### src/tqc_pkg.sv
`timescale 1ns / 1ps
// Shared types, status codes and quorum arithmetic for the timeout quorum collector.
// No dependencies; imported by every module of the block but tqc_fifo.
package tqc_pkg;

  localparam int unsigned RID_W   = 7;   // replica id once checked (1..64)
  localparam int unsigned VIEW_W  = 63;  // non-negative view
  localparam int unsigned HASH_W  = 64;
  localparam int unsigned TALLY_W = 7;
  localparam int unsigned QUO_W   = 6;
  localparam int unsigned SET_W   = 64;  // voter bitmap as seen on the result port

  // Reset values of the configuration registers
  localparam logic [RID_W-1:0]  RESET_TOTAL = 7'd4;
  localparam logic [VIEW_W-1:0] RESET_VIEW  = 63'd1;

  // Register indexes
  localparam logic REG_TOTAL = 1'b0;
  localparam logic REG_VIEW  = 1'b1;

  typedef enum logic [2:0] {
    ST_ACCEPTED    = 3'd0,
    ST_DUPLICATE   = 3'd1,
    ST_BAD_REPLICA = 3'd2,
    ST_BAD_VIEW    = 3'd3,
    ST_WRONG_VIEW  = 3'd4,
    ST_BAD_QC      = 3'd5
  } status_t;

  // Live configuration seen by the classifier and the store
  typedef struct packed {
    logic [RID_W-1:0]  n_live;
    logic [VIEW_W-1:0] goal_view;
    logic [QUO_W-1:0]  quorum;
  } cfg_t;

  // Classified vote handed from the front to the back
  typedef struct packed {
    status_t           status;
    logic [RID_W-1:0]  rid;
    logic [VIEW_W-1:0] qc_view;
    logic [HASH_W-1:0] qc_hash;
  } vote_t;

  // One result beat
  typedef struct packed {
    status_t            status;
    logic [TALLY_W-1:0] votes_held;
    logic               cert_formed;
    logic [VIEW_W-1:0]  qc_view;
    logic [HASH_W-1:0]  qc_hash;
    logic [SET_W-1:0]   voter_set;
  } result_t;

  // Quorum 2*floor((n-1)/3)+1; divide by three as multiply by 43, shift by 7
  function automatic logic [QUO_W-1:0] quorum_of(input logic [RID_W-1:0] n);
    logic [RID_W-1:0] m1;
    logic [12:0]      prod;
    logic [5:0]       third;
    m1    = n - 7'd1;
    prod  = 13'(m1) * 13'd43;
    third = prod[12:7];
    if (n == '0) begin
      quorum_of = '0;
    end else begin
      quorum_of = {third[4:0], 1'b1};
    end
  endfunction

endpackage

### src/timeout_quorum_collector_top.sv
`timescale 1ns / 1ps
// Timeout quorum collector: one result per vote, one vote per cycle sustained while
// the result queue is not full. The front classifies into a two-entry vote queue, the
// back updates the store and writes a two-entry result queue.
// Votes wait in the vote queue while the result queue is full.
// Reset (synchronous, rst_n low) empties both queues and the store, replica_total 4,
// goal view 1. Any register write clears the store.
module timeout_quorum_collector_top #(
  parameter int unsigned MAX_REPLICAS = 64
) (
  input  logic        clk,
  input  logic        rst_n,
  // vote channel
  input  logic        push,
  output logic        full,
  input  logic [7:0]  in_voter_id,
  input  logic [63:0] in_vote_view,
  input  logic [63:0] in_top_qc_view,
  input  logic [63:0] in_high_qc_hash,
  input  logic        in_hash_present,
  // result channel
  output logic        empty,
  input  logic        pop,
  output logic [2:0]  out_status,
  output logic [6:0]  out_votes_held,
  output logic [5:0]  out_quorum_needed,
  output logic        out_cert_formed,
  output logic [62:0] out_cert_qc_view,
  output logic [63:0] out_cert_qc_hash,
  output logic [63:0] out_voter_set,
  // configuration port
  input  logic        psel,
  input  logic        penable,
  input  logic        pwrite,
  input  logic [3:0]  paddr,
  input  logic [63:0] pwdata,
  output logic [63:0] prdata,
  output logic        pready
);
  import tqc_pkg::*;

  logic [RID_W-1:0]  replica_total_r, replica_total_nxt;
  logic [VIEW_W-1:0] goal_view_r, goal_view_nxt;
  logic              cfg_wr;
  logic              reg_sel;
  cfg_t              cfg;
  vote_t             vote_in, vote_head;
  result_t           res_in, res_head;
  logic              vote_empty, vote_take, res_full;

  // Configuration registers
  assign pready  = 1'b1;
  assign cfg_wr  = psel && penable && pwrite && pready;
  assign reg_sel = paddr[3];

  always_comb begin
    replica_total_nxt = replica_total_r;
    goal_view_nxt     = goal_view_r;
    if (cfg_wr) begin
      case (reg_sel)
        REG_TOTAL: replica_total_nxt = pwdata[RID_W-1:0];
        REG_VIEW:  goal_view_nxt     = pwdata[VIEW_W-1:0];
        default:   replica_total_nxt = replica_total_r;
      endcase
    end
  end

  always_ff @(posedge clk) begin
    if (!rst_n) begin
      replica_total_r <= RESET_TOTAL;
      goal_view_r     <= RESET_VIEW;
    end else begin
      replica_total_r <= replica_total_nxt;
      goal_view_r     <= goal_view_nxt;
    end
  end

  always_comb begin
    case (reg_sel)
      REG_TOTAL: prdata = 64'(replica_total_r);
      REG_VIEW:  prdata = 64'(goal_view_r);
      default:   prdata = '0;
    endcase
  end

  // Clamp the replica count and derive the quorum
  always_comb begin
    cfg.n_live    = (replica_total_r > RID_W'(MAX_REPLICAS)) ? RID_W'(MAX_REPLICAS)
                                                            : replica_total_r;
    cfg.goal_view = goal_view_r;
    cfg.quorum    = quorum_of(cfg.n_live);
  end

  tqc_front u_front (
    .cfg          (cfg),
    .voter_id     (in_voter_id),
    .vote_view    (in_vote_view),
    .top_qc_view  (in_top_qc_view),
    .high_qc_hash (in_high_qc_hash),
    .hash_present (in_hash_present),
    .vote         (vote_in)
  );

  tqc_fifo #(
    .WIDTH ($bits(vote_t)),
    .DEPTH (2)
  ) u_vote_q (
    .clk     (clk),
    .rst_n   (rst_n),
    .wr_en   (push),
    .wr_data (vote_in),
    .rd_en   (vote_take),
    .rd_data (vote_head),
    .full    (full),
    .empty   (vote_empty)
  );

  tqc_back #(
    .MAX_REPLICAS (MAX_REPLICAS)
  ) u_back (
    .clk        (clk),
    .rst_n      (rst_n),
    .clear      (cfg_wr),
    .quorum     (cfg.quorum),
    .vote_valid (!vote_empty),
    .vote       (vote_head),
    .res_full   (res_full),
    .vote_take  (vote_take),
    .res        (res_in)
  );

  tqc_fifo #(
    .WIDTH ($bits(result_t)),
    .DEPTH (2)
  ) u_res_q (
    .clk     (clk),
    .rst_n   (rst_n),
    .wr_en   (vote_take),
    .wr_data (res_in),
    .rd_en   (pop),
    .rd_data (res_head),
    .full    (res_full),
    .empty   (empty)
  );

  // Drive the result beat
  assign out_status        = res_head.status;
  assign out_votes_held    = res_head.votes_held;
  assign out_quorum_needed = cfg.quorum;
  assign out_cert_formed   = res_head.cert_formed;
  assign out_cert_qc_view  = res_head.qc_view;
  assign out_cert_qc_hash  = res_head.qc_hash;
  assign out_voter_set     = res_head.voter_set;

  // Tally always matches the bitmap it counts
  a_tally_matches_set: assert property (@(posedge clk) disable iff (!rst_n)
    !empty |-> ($countones(out_voter_set) == 32'(out_votes_held)))
    else $error("vote tally disagrees with voter bitmap");

  // No hash is held while no QC view above zero is chosen
  a_hash_needs_view: assert property (@(posedge clk) disable iff (!rst_n)
    (!empty && (out_cert_qc_view == '0)) |-> (out_cert_qc_hash == '0))
    else $error("certificate hash held without a QC view");

  // An accepted vote leaves its replica in the bitmap
  a_accept_sets_bit: assert property (@(posedge clk) disable iff (!rst_n)
    (!empty && (out_status == ST_ACCEPTED)) |-> (out_voter_set != '0))
    else $error("accepted vote missing from voter bitmap");

endmodule

### src/tqc_fifo.sv
`timescale 1ns / 1ps
// Small first-in first-out queue with registered occupancy flags.
// Depends on nothing; DEPTH must be a power of two.
module tqc_fifo #(
  parameter int unsigned WIDTH = 8,
  parameter int unsigned DEPTH = 2
) (
  input  logic             clk,
  input  logic             rst_n,
  input  logic             wr_en,
  input  logic [WIDTH-1:0] wr_data,
  input  logic             rd_en,
  output logic [WIDTH-1:0] rd_data,
  output logic             full,
  output logic             empty
);

  localparam int unsigned PTR_W = (DEPTH > 1) ? $clog2(DEPTH) : 1;
  localparam int unsigned CNT_W = $clog2(DEPTH + 1);

  logic [WIDTH-1:0] mem_r [DEPTH];
  logic [PTR_W-1:0] wr_ptr_r, wr_ptr_nxt;
  logic [PTR_W-1:0] rd_ptr_r, rd_ptr_nxt;
  logic [CNT_W-1:0] count_r, count_nxt;
  logic             do_wr, do_rd;

  assign full    = (count_r == CNT_W'(DEPTH));
  assign empty   = (count_r == '0);
  assign do_wr   = wr_en && !full;
  assign do_rd   = rd_en && !empty;
  assign rd_data = mem_r[rd_ptr_r];

  // Advance pointers and occupancy
  always_comb begin
    wr_ptr_nxt = do_wr ? wr_ptr_r + PTR_W'(1) : wr_ptr_r;
    rd_ptr_nxt = do_rd ? rd_ptr_r + PTR_W'(1) : rd_ptr_r;
    count_nxt  = count_r;
    if (do_wr && !do_rd) begin
      count_nxt = count_r + CNT_W'(1);
    end else if (do_rd && !do_wr) begin
      count_nxt = count_r - CNT_W'(1);
    end
  end

  always_ff @(posedge clk) begin
    if (!rst_n) begin
      wr_ptr_r <= '0;
      rd_ptr_r <= '0;
      count_r  <= '0;
    end else begin
      wr_ptr_r <= wr_ptr_nxt;
      rd_ptr_r <= rd_ptr_nxt;
      count_r  <= count_nxt;
    end
  end

  // Store the incoming beat
  always_ff @(posedge clk) begin
    if (do_wr) begin
      mem_r[wr_ptr_r] <= wr_data;
    end
  end

endmodule

### src/tqc_front.sv
`timescale 1ns / 1ps
// Front end: checks replica, view, target match and high QC of each incoming vote.
// Depends on tqc_pkg; feeds the vote queue ahead of tqc_back.
module tqc_front (
  input  tqc_pkg::cfg_t  cfg,
  input  logic [7:0]     voter_id,
  input  logic [63:0]    vote_view,
  input  logic [63:0]    top_qc_view,
  input  logic [63:0]    high_qc_hash,
  input  logic           hash_present,
  output tqc_pkg::vote_t vote
);
  import tqc_pkg::*;

  logic bad_replica, bad_view, off_view, bad_qc;

  // Checks in priority order
  assign bad_replica = (voter_id == '0) || (voter_id > {1'b0, cfg.n_live});
  assign bad_view    = vote_view[63] || (vote_view == '0) || (cfg.goal_view == '0);
  assign off_view    = (vote_view != {1'b0, cfg.goal_view});
  assign bad_qc      = top_qc_view[63] || (top_qc_view > vote_view)
                       || ((top_qc_view != '0) && !hash_present);

  always_comb begin
    if (bad_replica) begin
      vote.status = ST_BAD_REPLICA;
    end else if (bad_view) begin
      vote.status = ST_BAD_VIEW;
    end else if (off_view) begin
      vote.status = ST_WRONG_VIEW;
    end else if (bad_qc) begin
      vote.status = ST_BAD_QC;
    end else begin
      vote.status = ST_ACCEPTED;
    end
    vote.rid     = voter_id[RID_W-1:0];
    vote.qc_view = top_qc_view[VIEW_W-1:0];
    vote.qc_hash = high_qc_hash;
  end

endmodule

### src/tqc_back.sv
`timescale 1ns / 1ps
// Back end: voter bitmap, tally, best high QC and certificate freeze.
// Depends on tqc_pkg; drains the vote queue into the result queue.
module tqc_back #(
  parameter int unsigned MAX_REPLICAS = 64
) (
  input  logic             clk,
  input  logic             rst_n,
  input  logic             clear,
  input  logic [5:0]       quorum,
  input  logic             vote_valid,
  input  tqc_pkg::vote_t   vote,
  input  logic             res_full,
  output logic             vote_take,
  output tqc_pkg::result_t res
);
  import tqc_pkg::*;

  localparam int unsigned IDX_W = $clog2(MAX_REPLICAS);

  logic [MAX_REPLICAS-1:0] voter_r, voter_nxt;
  logic [TALLY_W-1:0]      tally_r, tally_nxt;
  logic [VIEW_W-1:0]       best_view_r, best_view_nxt;
  logic [HASH_W-1:0]       best_hash_r, best_hash_nxt;
  logic [RID_W-1:0]        best_rid_r, best_rid_nxt;
  logic                    formed_r, formed_nxt;
  logic [RID_W-1:0]        rid_m1;
  logic [IDX_W-1:0]        idx;
  logic                    dup, take_new, better;

  assign vote_take = vote_valid && !res_full;
  assign rid_m1    = vote.rid - 7'd1;
  assign idx       = rid_m1[IDX_W-1:0];
  assign dup       = voter_r[idx];
  assign take_new  = vote_take && (vote.status == ST_ACCEPTED) && !dup;
  assign better    = (vote.qc_view != '0) && !formed_r
                     && ((vote.qc_view > best_view_r)
                         || ((vote.qc_view == best_view_r) && (vote.rid < best_rid_r)));

  // Update the store for a fresh vote
  always_comb begin
    voter_nxt     = voter_r;
    tally_nxt     = tally_r;
    best_view_nxt = best_view_r;
    best_hash_nxt = best_hash_r;
    best_rid_nxt  = best_rid_r;
    formed_nxt    = formed_r;
    if (take_new) begin
      voter_nxt[idx] = 1'b1;
      tally_nxt      = tally_r + 7'd1;
      if (better) begin
        best_view_nxt = vote.qc_view;
        best_hash_nxt = vote.qc_hash;
        best_rid_nxt  = vote.rid;
      end
      if (tally_nxt >= {1'b0, quorum}) begin
        formed_nxt = 1'b1;
      end
    end
  end

  // Build the result beat from the updated store
  always_comb begin
    if ((vote.status == ST_ACCEPTED) && dup) begin
      res.status = ST_DUPLICATE;
    end else begin
      res.status = vote.status;
    end
    res.votes_held  = tally_nxt;
    res.cert_formed = formed_nxt;
    res.qc_view     = best_view_nxt;
    res.qc_hash     = best_hash_nxt;
    res.voter_set   = SET_W'(voter_nxt);
  end

  always_ff @(posedge clk) begin
    if (!rst_n || clear) begin
      voter_r     <= '0;
      tally_r     <= '0;
      best_view_r <= '0;
      best_hash_r <= '0;
      best_rid_r  <= '0;
      formed_r    <= 1'b0;
    end else begin
      voter_r     <= voter_nxt;
      tally_r     <= tally_nxt;
      best_view_r <= best_view_nxt;
      best_hash_r <= best_hash_nxt;
      best_rid_r  <= best_rid_nxt;
      formed_r    <= formed_nxt;
    end
  end

endmodule

### config.mk
export PLATFORM = sky130hd
export DESIGN_NAME = timeout_quorum_collector_top
export DESIGN_NICKNAME = d
export VERILOG_FILES = /design/src/tqc_pkg.sv /design/src/timeout_quorum_collector_top.sv /design/src/tqc_fifo.sv /design/src/tqc_front.sv /design/src/tqc_back.sv
export SDC_FILE = /design/constraint.sdc
export NUM_CORES = 1
export LEC_CHECK = 0
export BUFFER_PORTS_ARGS = -buffer_cell sky130_fd_sc_hd__buf_4
export CELL_PAD_IN_SITES_DETAIL_PLACEMENT = 1
export CELL_PAD_IN_SITES_GLOBAL_PLACEMENT = 1
export CORE_MARGIN = 10
export CORE_UTILIZATION = 30
export DETAILED_ROUTE_END_ITERATION = 6
export GPL_TIMING_DRIVEN = 1
export PLACE_DENSITY_LB_ADDON = 0.1
export SLEW_MARGIN = 20
export SYNTH_ARGS = -nofsm -noshare
export SYNTH_HDL_FRONTEND = slang
export SYNTH_SLANG_ARGS = --single-unit
### constraint.sdc
create_clock -name clk -period 12.35 [get_ports clk]
set_clock_uncertainty 0.15 [all_clocks]
set_input_delay 1.235 -clock clk [delete_from_list [all_inputs] [get_ports clk]]
set_output_delay 1.235 -clock clk [all_outputs]
set_load 0.02 [all_outputs]
### After elaboration in Yosys (flattened, before gate mapping)

Memories as Yosys holds them, arrays and structs flattened. A register that Yosys moved wholly into a read port is not among the register bits.
Index checks and enable logic that the tools add are counted.

* add/sub/neg operators: 11
* multipliers: 1
* $lt $le $gt $ge: 8
* equal/unequal tests: 4
* mux-type cells: 32
* bitwise operators: 2
* reduce and logical (&&, ||, !) cells: 52

Operator list (number)
* 2-to-1 mux 64 bit: 3
* one-hot mux 64 bit (2 select lines): 1
* 2-to-1 mux 63 bit: 2
* greater-than comparator 64 bit: 1
* zero test 64 bit: 1
* inequality test 64 x 63 -> 1 bit: 1
* OR 64 bit: 1
* nonzero test 64 bit: 1
* == test 63 bit: 1
* greater-than comparator 63 bit: 1
* zero test 63 bit: 1
* nonzero test 63 bit: 1
* logical AND 1 bit: 19
* 2-to-1 mux 3 bit: 5
* 2-to-1 mux 7 bit: 2
* zero test 1 bit: 12
* multiplier 7 x 6 -> 12 bit (second input constant): 1
* 2-to-1 mux 1 bit: 12
* greater-than comparator 8 x 7 -> 1 bit: 1
* zero test 8 bit: 1
* 2-to-1 mux 2 bit: 4
* adder 7 x 1 -> 7 bit (second input constant): 1
* >= comparator 7 x 6 -> 1 bit: 1
* greater-than comparator 7 bit (second input constant): 1
* other kinds (19): 35

* register bits: 284
* bits in writable memories: 678
* input port bits: 276
* output and inout port bits: 275
* logic and storage cells: 126
* memories: 2

Memories
* u_res_q.mem_r: words 2, bits a word 202, read ports 1, clocked after memory_dff 1, write ports 1, RTL line tqc_fifo.sv:21 `logic [WIDTH-1:0] mem_r [DEPTH];`
* u_vote_q.mem_r: words 2, bits a word 137, read ports 1, clocked after memory_dff 1, write ports 1, RTL line tqc_fifo.sv:21

### Longest topological paths before layout

Gate-level depths: netlist of run 1.

* word-level depth: 8
* mapped depth: 23

### Cells and area by module

A second synthesis of run 1 with hierarchy kept.

* cells, all modules: 3664
* area, all modules: 45813.9 um^2

By module, submodules not included
* tqc_fifo at u_res_q: instances 1, cells an instance 653, area each 14868.0 um^2
* tqc_back: instances 1, cells an instance 1501, area each 12778.5 um^2
* tqc_fifo at u_vote_q: instances 1, cells an instance 451, area each 10112.2 um^2
* timeout_quorum_collector_top: instances 1, cells an instance 502, area each 4046.4 um^2
* tqc_front: instances 1, cells an instance 557, area each 4008.8 um^2

### Worst setup path after synthesis of run 1

Ideal clock, no wire load.

* kind: register to register
* start point: reg u_res_q.count_r[0]
* end point: reg u_res_q.wr_ptr_r
* data arrival time: 9.709 ns
* data required time: 12.103 ns
* path slack: 2.393 ns
* stages on the path, launching flop included: 4
* path buffers: 0
* path through: dfxtp_1 o22ai_1 nor2_1 o21a_1

* cells in the longest elaborated chain, start to end: 4

RTL lines
* from (decl): RTL line tqc_fifo.sv:24 `logic [CNT_W-1:0] count_r, count_nxt;`
* from (signal assigned): RTL line tqc_fifo.sv:53 `count_r <= count_nxt;`
* == test 2 bit (*): RTL line tqc_fifo.sv:27 `assign full = (count_r == CNT_W'(DEPTH));`
* zero test 1 bit (*): RTL line tqc_fifo.sv:29, tqc_back.sv:31
* logical AND 1 bit: RTL line tqc_back.sv:31 `assign vote_take = vote_valid && !res_full;`
* logical AND 1 bit (*): RTL line tqc_fifo.sv:29 `assign do_wr = wr_en && !full;`
* to (signal assigned): RTL line tqc_fifo.sv:51 `wr_ptr_r <= wr_ptr_nxt;`
* to (decl): RTL line tqc_fifo.sv:22 `logic [PTR_W-1:0] wr_ptr_r, wr_ptr_nxt;`

Every way passes the cells marked *; elsewhere a longest branch is shown, timed or not.
A chain may end at the register's enable or synchronous reset.

### Final worst setup path of run 1

* start point: reg replica_total_r[6]
* end point: out out_quorum_needed[4]

* cells in the longest elaborated chain, start to end: 5

RTL lines
* from (decl): RTL line timeout_quorum_collector_top.sv:42 `logic [RID_W-1:0] replica_total_r, replica_total_nxt;`
* from (signal assigned): RTL line timeout_quorum_collector_top.sv:73 `replica_total_r <= replica_total_nxt;`
* greater-than comparator 7 bit: RTL line timeout_quorum_collector_top.sv:88 `cfg.n_live = (replica_total_r > RID_W'(MAX_REPLICAS)) ? RID_W'(MAX_REPLICAS)`
* 2-to-1 mux 7 bit (*): RTL line timeout_quorum_collector_top.sv:88
* subtractor 7 x 1 -> 7 bit: RTL line tqc_pkg.sv:60 `m1 = n - 7'd1;`
* multiplier 7 x 6 -> 12 bit: RTL line tqc_pkg.sv:61 `prod = 13'(m1) * 13'd43;`
* 2-to-1 mux 6 bit (*): RTL line tqc_pkg.sv:63 `if (n == '0) begin`
* to (decl): RTL line timeout_quorum_collector_top.sv:26 `output logic [5:0] out_quorum_needed,`

Marked as above.

==> results of run 1 <==
## worst min-delay path by stage
stage                                 endpoint  slack [ps]
after global routing      u_back.best_rid_r[6]         350
after CTS                   u_back.voter_r[47]         330
final                     u_back.best_rid_r[0]         320
after global placement      u_back.voter_r[47]         300
after floorplan             u_back.voter_r[37]         280
after detailed placement  u_back.best_rid_r[0]         310
## cell type report
class                      count  area, um2  share of cell area (%)
clock inverter                36        445                   0.837
tap                         1903       2380                    4.47
timing repair buffer         585       4420                    8.30
clock buffer                 175       3200                    6.01
sequential                   964      26100                    49.0
multi-input combinational   2159      15800                    29.8
inverter                     225        847                    1.59
## sequential cells by signal, summed over array words and instances, names as in the netlist, named ones only
| register | flops |
|---|---|
| replica_total_r | 7 |
| u_vote_q.wr_ptr_r | 1 |
| u_vote_q.rd_ptr_r | 1 |
| u_back.best_hash_r | 64 |
| u_vote_q.mem_r | 274 |
| goal_view_r | 63 |
| u_back.best_view_r | 63 |
| u_res_q.wr_ptr_r | 1 |
| u_res_q.mem_r | 404 |
| u_back.voter_r | 64 |
| u_back.formed_r | 1 |
| u_res_q.count_r | 2 |
| u_back.best_rid_r | 7 |
| u_back.tally_r | 7 |
| u_vote_q.count_r | 2 |
| u_res_q.rd_ptr_r | 1 |
## layer usage
layer / GRT usage [%] / part of all wire, % / vias to the layer above
met5: 0 / 0.10 / -
met4: 6.67 / 3.4 / 22
met3: 4.67 / 5.5 / 268
met2: 32.2 / 48 / 718
met1: 23.6 / 43 / 15474
li1: - / - / 14282
## logic make-up (layout without fill, tap and decap cells)
group / after synthesis / in the layout
fa+ha+maj: 183 / 183
flops: 964 / 964
buf+inv: 433 / 1021
mux: 376 / 376
simple gates: 954 / 954
other cells: 2 / 2
compound gates: 569 / 569
xor+xnor: 75 / 75
## metrics by stage
| step | total power [mW] | util (%) |
|---|---|---|
| floorplan | 6.94 | - |
| global placement | 8.64 | 34.4 |
| detailed placement | 8.67 | 34.4 |
| CTS | 12.0 | 37.0 |
| global route | 12.4 | 37.0 |
| finish | 11.8 | 37.0 |
## worst register-to-register path: cells and delay by family (launching register included)
family	cells	cell delay (ps)
AOI/OAI and AO/OA	4	1570
adders and majority gates	1	300
buffers and inverters	3	2180
DFF	1	730
muxes	1	440
and+or+nand+nor	4	1320
## power groups by stage
stage | Clock, mW | Combinational [mW] | Sequential (mW)
floorplan | 0 | 2.39 | 4.55
global placement | 0 | 4.18 | 4.46
detailed placement | 0 | 4.18 | 4.49
CTS | 3.41 | 4.20 | 4.42
global route | 3.54 | 4.39 | 4.48
finish | 3.30 | 4.06 | 4.41
## placed cells by master, fill, tap and decap left out, types with 23 or more instances in the layout
cell / Yosys / final
a31oi_1: 102 / 102
buf_4: 15 / 583
xnor2_1: 51 / 51
a211oi_1: 76 / 75
nand4_1: 60 / 60
clkbuf_1: 137 / 47
a21boi_0: 70 / 70
o21ai_0: 56 / 56
ha_1: 177 / 177
a21o_1: 37 / 37
a21oi_1: 121 / 121
mux2_2: 342 / 342
o22ai_1: 24 / 23
dfxtp_1: 286 / 284
xor2_1: 24 / 24
nand3_1: 34 / 34
inv_1: 223 / 223
mux2i_1: 31 / 31
nor3_1: 115 / 114
edfxtp_1: 678 / 678
nand2_1: 255 / 254
and2_1: 55 / 53
clkbuf_16: 0 / 112
o21bai_1: 35 / 35
nor4_1: 225 / 225
nor2_1: 152 / 149
==> impl_metrics.py, run 1 <==
metrics = {
    "synth": {
        "ys_ff_latch": 964,
        "synth_edf_count": 678,
        "ys_seq_area_share_pct": 59.8,
        "synth_top_area_share_pct": 46.7,
        "synthMuxAreaShare_pct": 9.70,
        "yosysMostFrequentCell": "edfxtp_1",
        "ys_types": 72,
        "synthTopCellsByCount": "edfxtp_1 (678), mux2_2 (342), dfxtp_1 (286), nand2_1 (255), nor4_1 (225)",
        "synth_xor_area_share_pct": 1.51,
        "ys_warn_count": 0,
        "synth_top_family_by_area": "simple AND/OR/NAND/NOR gates",
        "synth-adder-area-share_pct": 5.35,
        "synth_compound_area_share_pct": 8.51,
        "yosysTopAreaCell": "edfxtp_1",
        "synthesis.nets": 4015,
        "synthFlopType": "edfxtp_1",
        "synth-simple-area-share_pct": 11.0,
        "synthArstFlopShare_pct": 0,
        "syn_inst": 3556,
        "synth.area.top_cells": "edfxtp_1 (47%), dfxtp_1 (13%), mux2_2 (8.8%)",
        "synth_area_per_cell_um2": 12.3,
        "syn_area_mm2": 0.0436,
    },
    "sta": {
        "hold_slack_ps": 322,
        "setup_viol": 0,
        "tightestPinTransition_ps": 1050,
        "max_slew_margin_pct": 28.9,
        "setup_tns_ps": 0,
        "rsz0062_at_grt": "false",
        "finalCriticalPeriod_ps": 7130,
        "fin_ws_ps": 5220,
        "period_share_pct": 57.7,
        "max_freq_mhz": 140,
        "slew_violations": 0,
        "hold_viol_final": 0,
    },
    "cells_and_area": {
        "layout-drive-gt1-share_pct": 26.8,
        "nFillCells": 15487,
        "layout-area-overhead-vs-synth_pct": 22.0,
        "fin_nets": 4505,
        "instances_no_fill": 6047,
        "design_area_mm2": 0.0532,
        "diodes": 0,
    },
    "setup_path": {
        "end_kind": "output port",
        "r2r-end": "u_res_q.mem_r[1][89]",
        "worstPathRequired_ps": 10970,
        "crit_chain": "clkinv_1, nand2_1, ha_1, nand3_1, xor2_1, ha_1, ha_1, fa_1, ha_1, a41o_1, a21o_1, a21oi_1, o21bai_1, a21oi_1, o21bai_1, xor2_1, and2_1, buf_4",
        "reg2reg_setup_slack_ps": 5480,
        "cp.depth": 18,
        "path_common_cell": "ha_1",
        "critical_path_buf_inv_count": 2,
        "slowest_stage": "fa_1",
        "slowest_delay_ps": 490,
        "critPathLaunch": "replica_total_r[6]",
        "cp_top_family": "adder cells",
        "cp-start-kind": "flip-flop",
        "arrival_ps": 5740,
        "cp-endpoint": "out_quorum_needed[4]",
        "crit_fanout": 9,
        "path_class": "flip-flop to output port",
        "r2r.worst_path.cells": 13,
    },
    "power": {
        "combPwrFrac_pct": 34.5,
        "swShare_pct": 35.4,
        "intPower_mw": 7.60,
        "power_leakage_nw": 19.6,
        "p_sw_mw": 4.17,
        "clock_power_share_pct": 28.0,
        "power.density_mw_per_mm2": 221,
        "pwr-share-seq_pct": 37.5,
        "vdd_drop_max_mv": 0.119,
    },
    "die": {
        "die_w_um": 401,
        "rows": 139,
        "core_mm2": 0.144,
        "die_height_um": 401,
        "die_area_mm2": 0.161,
        "start_util_pct": 30.3,
        "ios": 551,
    },
    "routing": {
        "drtIter0Drc": 1417,
        "drt-total-wl_um": 159000,
        "wl_per_cell_um": 26.3,
        "drtPass1Iterations": 5,
        "drc": 0,
        "vias": 30764,
        "vias_per_cell": 5.09,
        "ant_nets": 0,
    },
    "grt": {
        "antenna_found_initial": 19,
        "grt_pass1_wl_um": 231000,
        "globalRoute.totalOverflow": 0,
        "grt_pass1_vias": 32653,
        "grt_util_all_layers_pct": 19.1,
        "grt_max_degree": 123,
    },
    "clock_tree": {
        "cts.htree.levels": 3,
        "insertion_delay_ps": 740,
        "tritoncts": "done",
        "cts_buffers": 111,
        "post_cts_buffers": 0,
        "clockBufferDepth": 3,
        "cts_root_buf": "clkbuf_16",
        "holdBufCountCts": 0,
        "cts.sinks": 964,
        "clkTransAtPathRegs_ps": 60,
        "cts_resized": 0,
    },
    "min_path": {
        "worstHoldStart": "u_back.best_rid_r[0]",
        "hold_path_class": "flip-flop to flip-flop",
        "whs_path_depth": 2,
    },
    "place": {
        "portBuffers": 544,
        "dpl.hpwl_um": 112000,
        "dp_cells": 5836,
        "gp_congestion": 0.930,
        "dp_slack_ps": 5360,
        "dpl-instance-area_mm2": 0.0496,
    },
    "outcome": {
        "outcome": "completed",
    },
    "flow_run": {
        "maxCapViolations": 0,
    },
}
Note: power is estimated with default switching activity, not from simulation.
==> run 2: changes to the inputs <==
==> constraint.sdc (replaced) <==
create_clock -name clk -period 6.9 [get_ports clk]
set_clock_uncertainty 0.15 [all_clocks]
set_input_delay 0.69 -clock clk [delete_from_list [all_inputs] [get_ports clk]]
set_output_delay 0.69 -clock clk [all_outputs]
set_load 0.02 [all_outputs]
==> run 2 against run 1 <==
Count of clock-buffer cells in the layout down 17. Via count rose by 0.84%. Cell count up 1.6%. Sequential share of layout area is 0.96 points lower. Sequential power grew 79%. Combinational power grew 82%. Global-route usage is 0.27 points higher. Largest cell class unchanged.
==> impl_metrics.py, run 2 (same netlist as run 1, synthesis figures left out) <==
metrics = {
    "outcome": {
        "outcome": "completed",
    },
    "sta": {
        "period_share_pct": 93.0,
        "slew_violations": 0,
        "setup_tns_ps": 0,
        "finalCriticalPeriod_ps": 6420,
        "hold_viol_final": 0,
        "tightestPinTransition_ps": 1060,
        "rsz0062_at_grt": "false",
        "max_slew_margin_pct": 29.4,
        "setup_viol": 0,
        "max_freq_mhz": 156,
    },
    "setup_path": {
        "slowest_delay_ps": 490,
        "path_class": "flip-flop to output port",
        "path_common_cell": "ha_1",
        "end_kind": "output port",
        "r2r.worst_path.cells": 21,
        "crit_chain": "clkinv_1, nand2_1, ha_1, nand3_1, xor2_1, ha_1, ha_1, fa_1, ha_1, a41o_1, a21o_1, a21oi_1, o21bai_1, a21oi_1, o21ai_0, xnor2_1, nor2_1, buf_4",
        "worstPathRequired_ps": 6060,
        "cp-start-kind": "flip-flop",
        "slowest_stage": "fa_1",
        "crit_fanout": 9,
        "arrival_ps": 5580,
    },
    "flow_run": {
        "maxCapViolations": 0,
    },
    "routing": {
        "vias": 31021,
        "drtIter0Drc": 1494,
        "ant_nets": 0,
        "drtPass1Iterations": 5,
        "drc": 0,
        "drt-total-wl_um": 161000,
        "vias_per_cell": 5.05,
        "wl_per_cell_um": 26.2,
    },
    "cells_and_area": {
        "register_area_mm2": 0.0261,
        "final_cell_mix": "edfxtp_1 (678), buf_4 (582), mux2_2 (342)",
        "fin_nets": 4594,
        "top_register": "u_res_q.mem_r",
        "layout-area-overhead-vs-synth_pct": 24.5,
        "largestRegisters": "u_res_q.mem_r x404, u_vote_q.mem_r x274",
        "multi_input_area_mm2": 0.0158,
        "nFillCells": 15506,
        "instances_no_fill": 6144,
        "layout-drive-gt1-share_pct": 26.4,
        "largest_reg_flops": 404,
        "layout_commonest_cell": "edfxtp_1",
    },
    "power": {
        "power_leakage_nw": 20.1,
        "vdd_drop_max_mv": 0.330,
        "power.density_mw_per_mm2": 392,
    },
    "min_path": {
        "whs_path_depth": 1,
        "hold_path_class": "input port to flip-flop",
    },
    "die": {
        "die_area_mm2": 0.161,
        "core_mm2": 0.144,
        "die_w_um": 401,
        "start_util_pct": 30.3,
        "rows": 139,
        "die_height_um": 401,
        "ios": 551,
    },
    "grt": {
        "grt_util_all_layers_pct": 19.3,
        "grt_pass1_wl_um": 234000,
        "globalRoute.totalOverflow": 0,
        "grt_max_degree": 141,
        "grt_pass1_vias": 33099,
        "antenna_found_initial": 11,
    },
    "place": {
        "dpl.hpwl_um": 113000,
        "dp_cells": 5841,
        "gp_congestion": 0.951,
        "portBuffers": 544,
    },
    "clock_tree": {
        "holdBufCountCts": 83,
        "clkTransAtPathRegs_ps": 60,
        "tritoncts": "done",
        "clockBufferDepth": 3,
        "cts.sinks": 964,
        "post_cts_buffers": 0,
        "cts.htree.levels": 3,
        "cts_root_buf": "clkbuf_16",
        "cts_buffers": 112,
        "insertion_delay_ps": 730,
        "cts_resized": 0,
    },
}
-- run 2: worst paths after layout --
| path | startpoint | endpoint | slack, ps |
|---|---|---|---|
| max | replica_total_r[6] | out_quorum_needed[5] | 480 |
| max reg2reg | replica_total_r[6] | u_res_q.mem_r[1][191] | 790 |
| min | in_top_qc_view[46] | u_vote_q.mem_r[1][110] | 80 |
| min reg2reg | u_back.voter_r[61] | u_back.voter_r[61] | 320 |
-- run 2: final cells by class --
| cell class | count | area share [%] |
|---|---|---|
| diodes | 6 | 0.0277 |
| clock buffers | 158 | 5.74 |
| clock inverters | 56 | 1.16 |
| inverters | 225 | 1.56 |
| multi-input cells | 2159 | 29.2 |
| flip-flops and latches | 964 | 48.1 |
| well taps | 1903 | 4.39 |
| repair buffers | 673 | 9.87 |
-- run 2: metal layers --
metal,vias up,GRT usage (%),part of all wire [%]
met1,15583,24.7,44
met2,712,32.3,48
met5,-,0,0.057
li1,14475,-,-
met3,239,4.30,5.5
met4,12,6.28,3.1
-- run 2: power breakdown --
| part | switching [mW] | internal, mW |
|---|---|---|
| registers | 0.337 | 7.57 |
| clock network | 2.48 | 3.53 |
| logic | 4.72 | 2.66 |
| total | 7.54 | 13.8 |
-- run 2: worst max-delay path: cells and delay by family, from the launching register on --
| family | cells | cell delay, ps |
|---|---|---|
| fa+ha+maj | 5 | 1700 |
| compound gates | 6 | 1180 |
| simple gates | 3 | 630 |
| xor+xnor | 2 | 500 |
| buf+inv | 2 | 460 |
| flops | 1 | 380 |
-- run 2: stage by stage --
step                      setup WS (ps)  utilization [%]  total power, mW  hold WS, ps  area, um2
after detailed placement            723             34.5             15.6          312      49700
after global placement              768             34.5             15.6          302      49700
after global routing               31.5             37.7             22.4         28.6      54300
after floorplan                     391                -             12.3          283      43600
final                               484             37.7             21.3         75.0      54300
after CTS                           313             37.7             21.8        0.932      54300
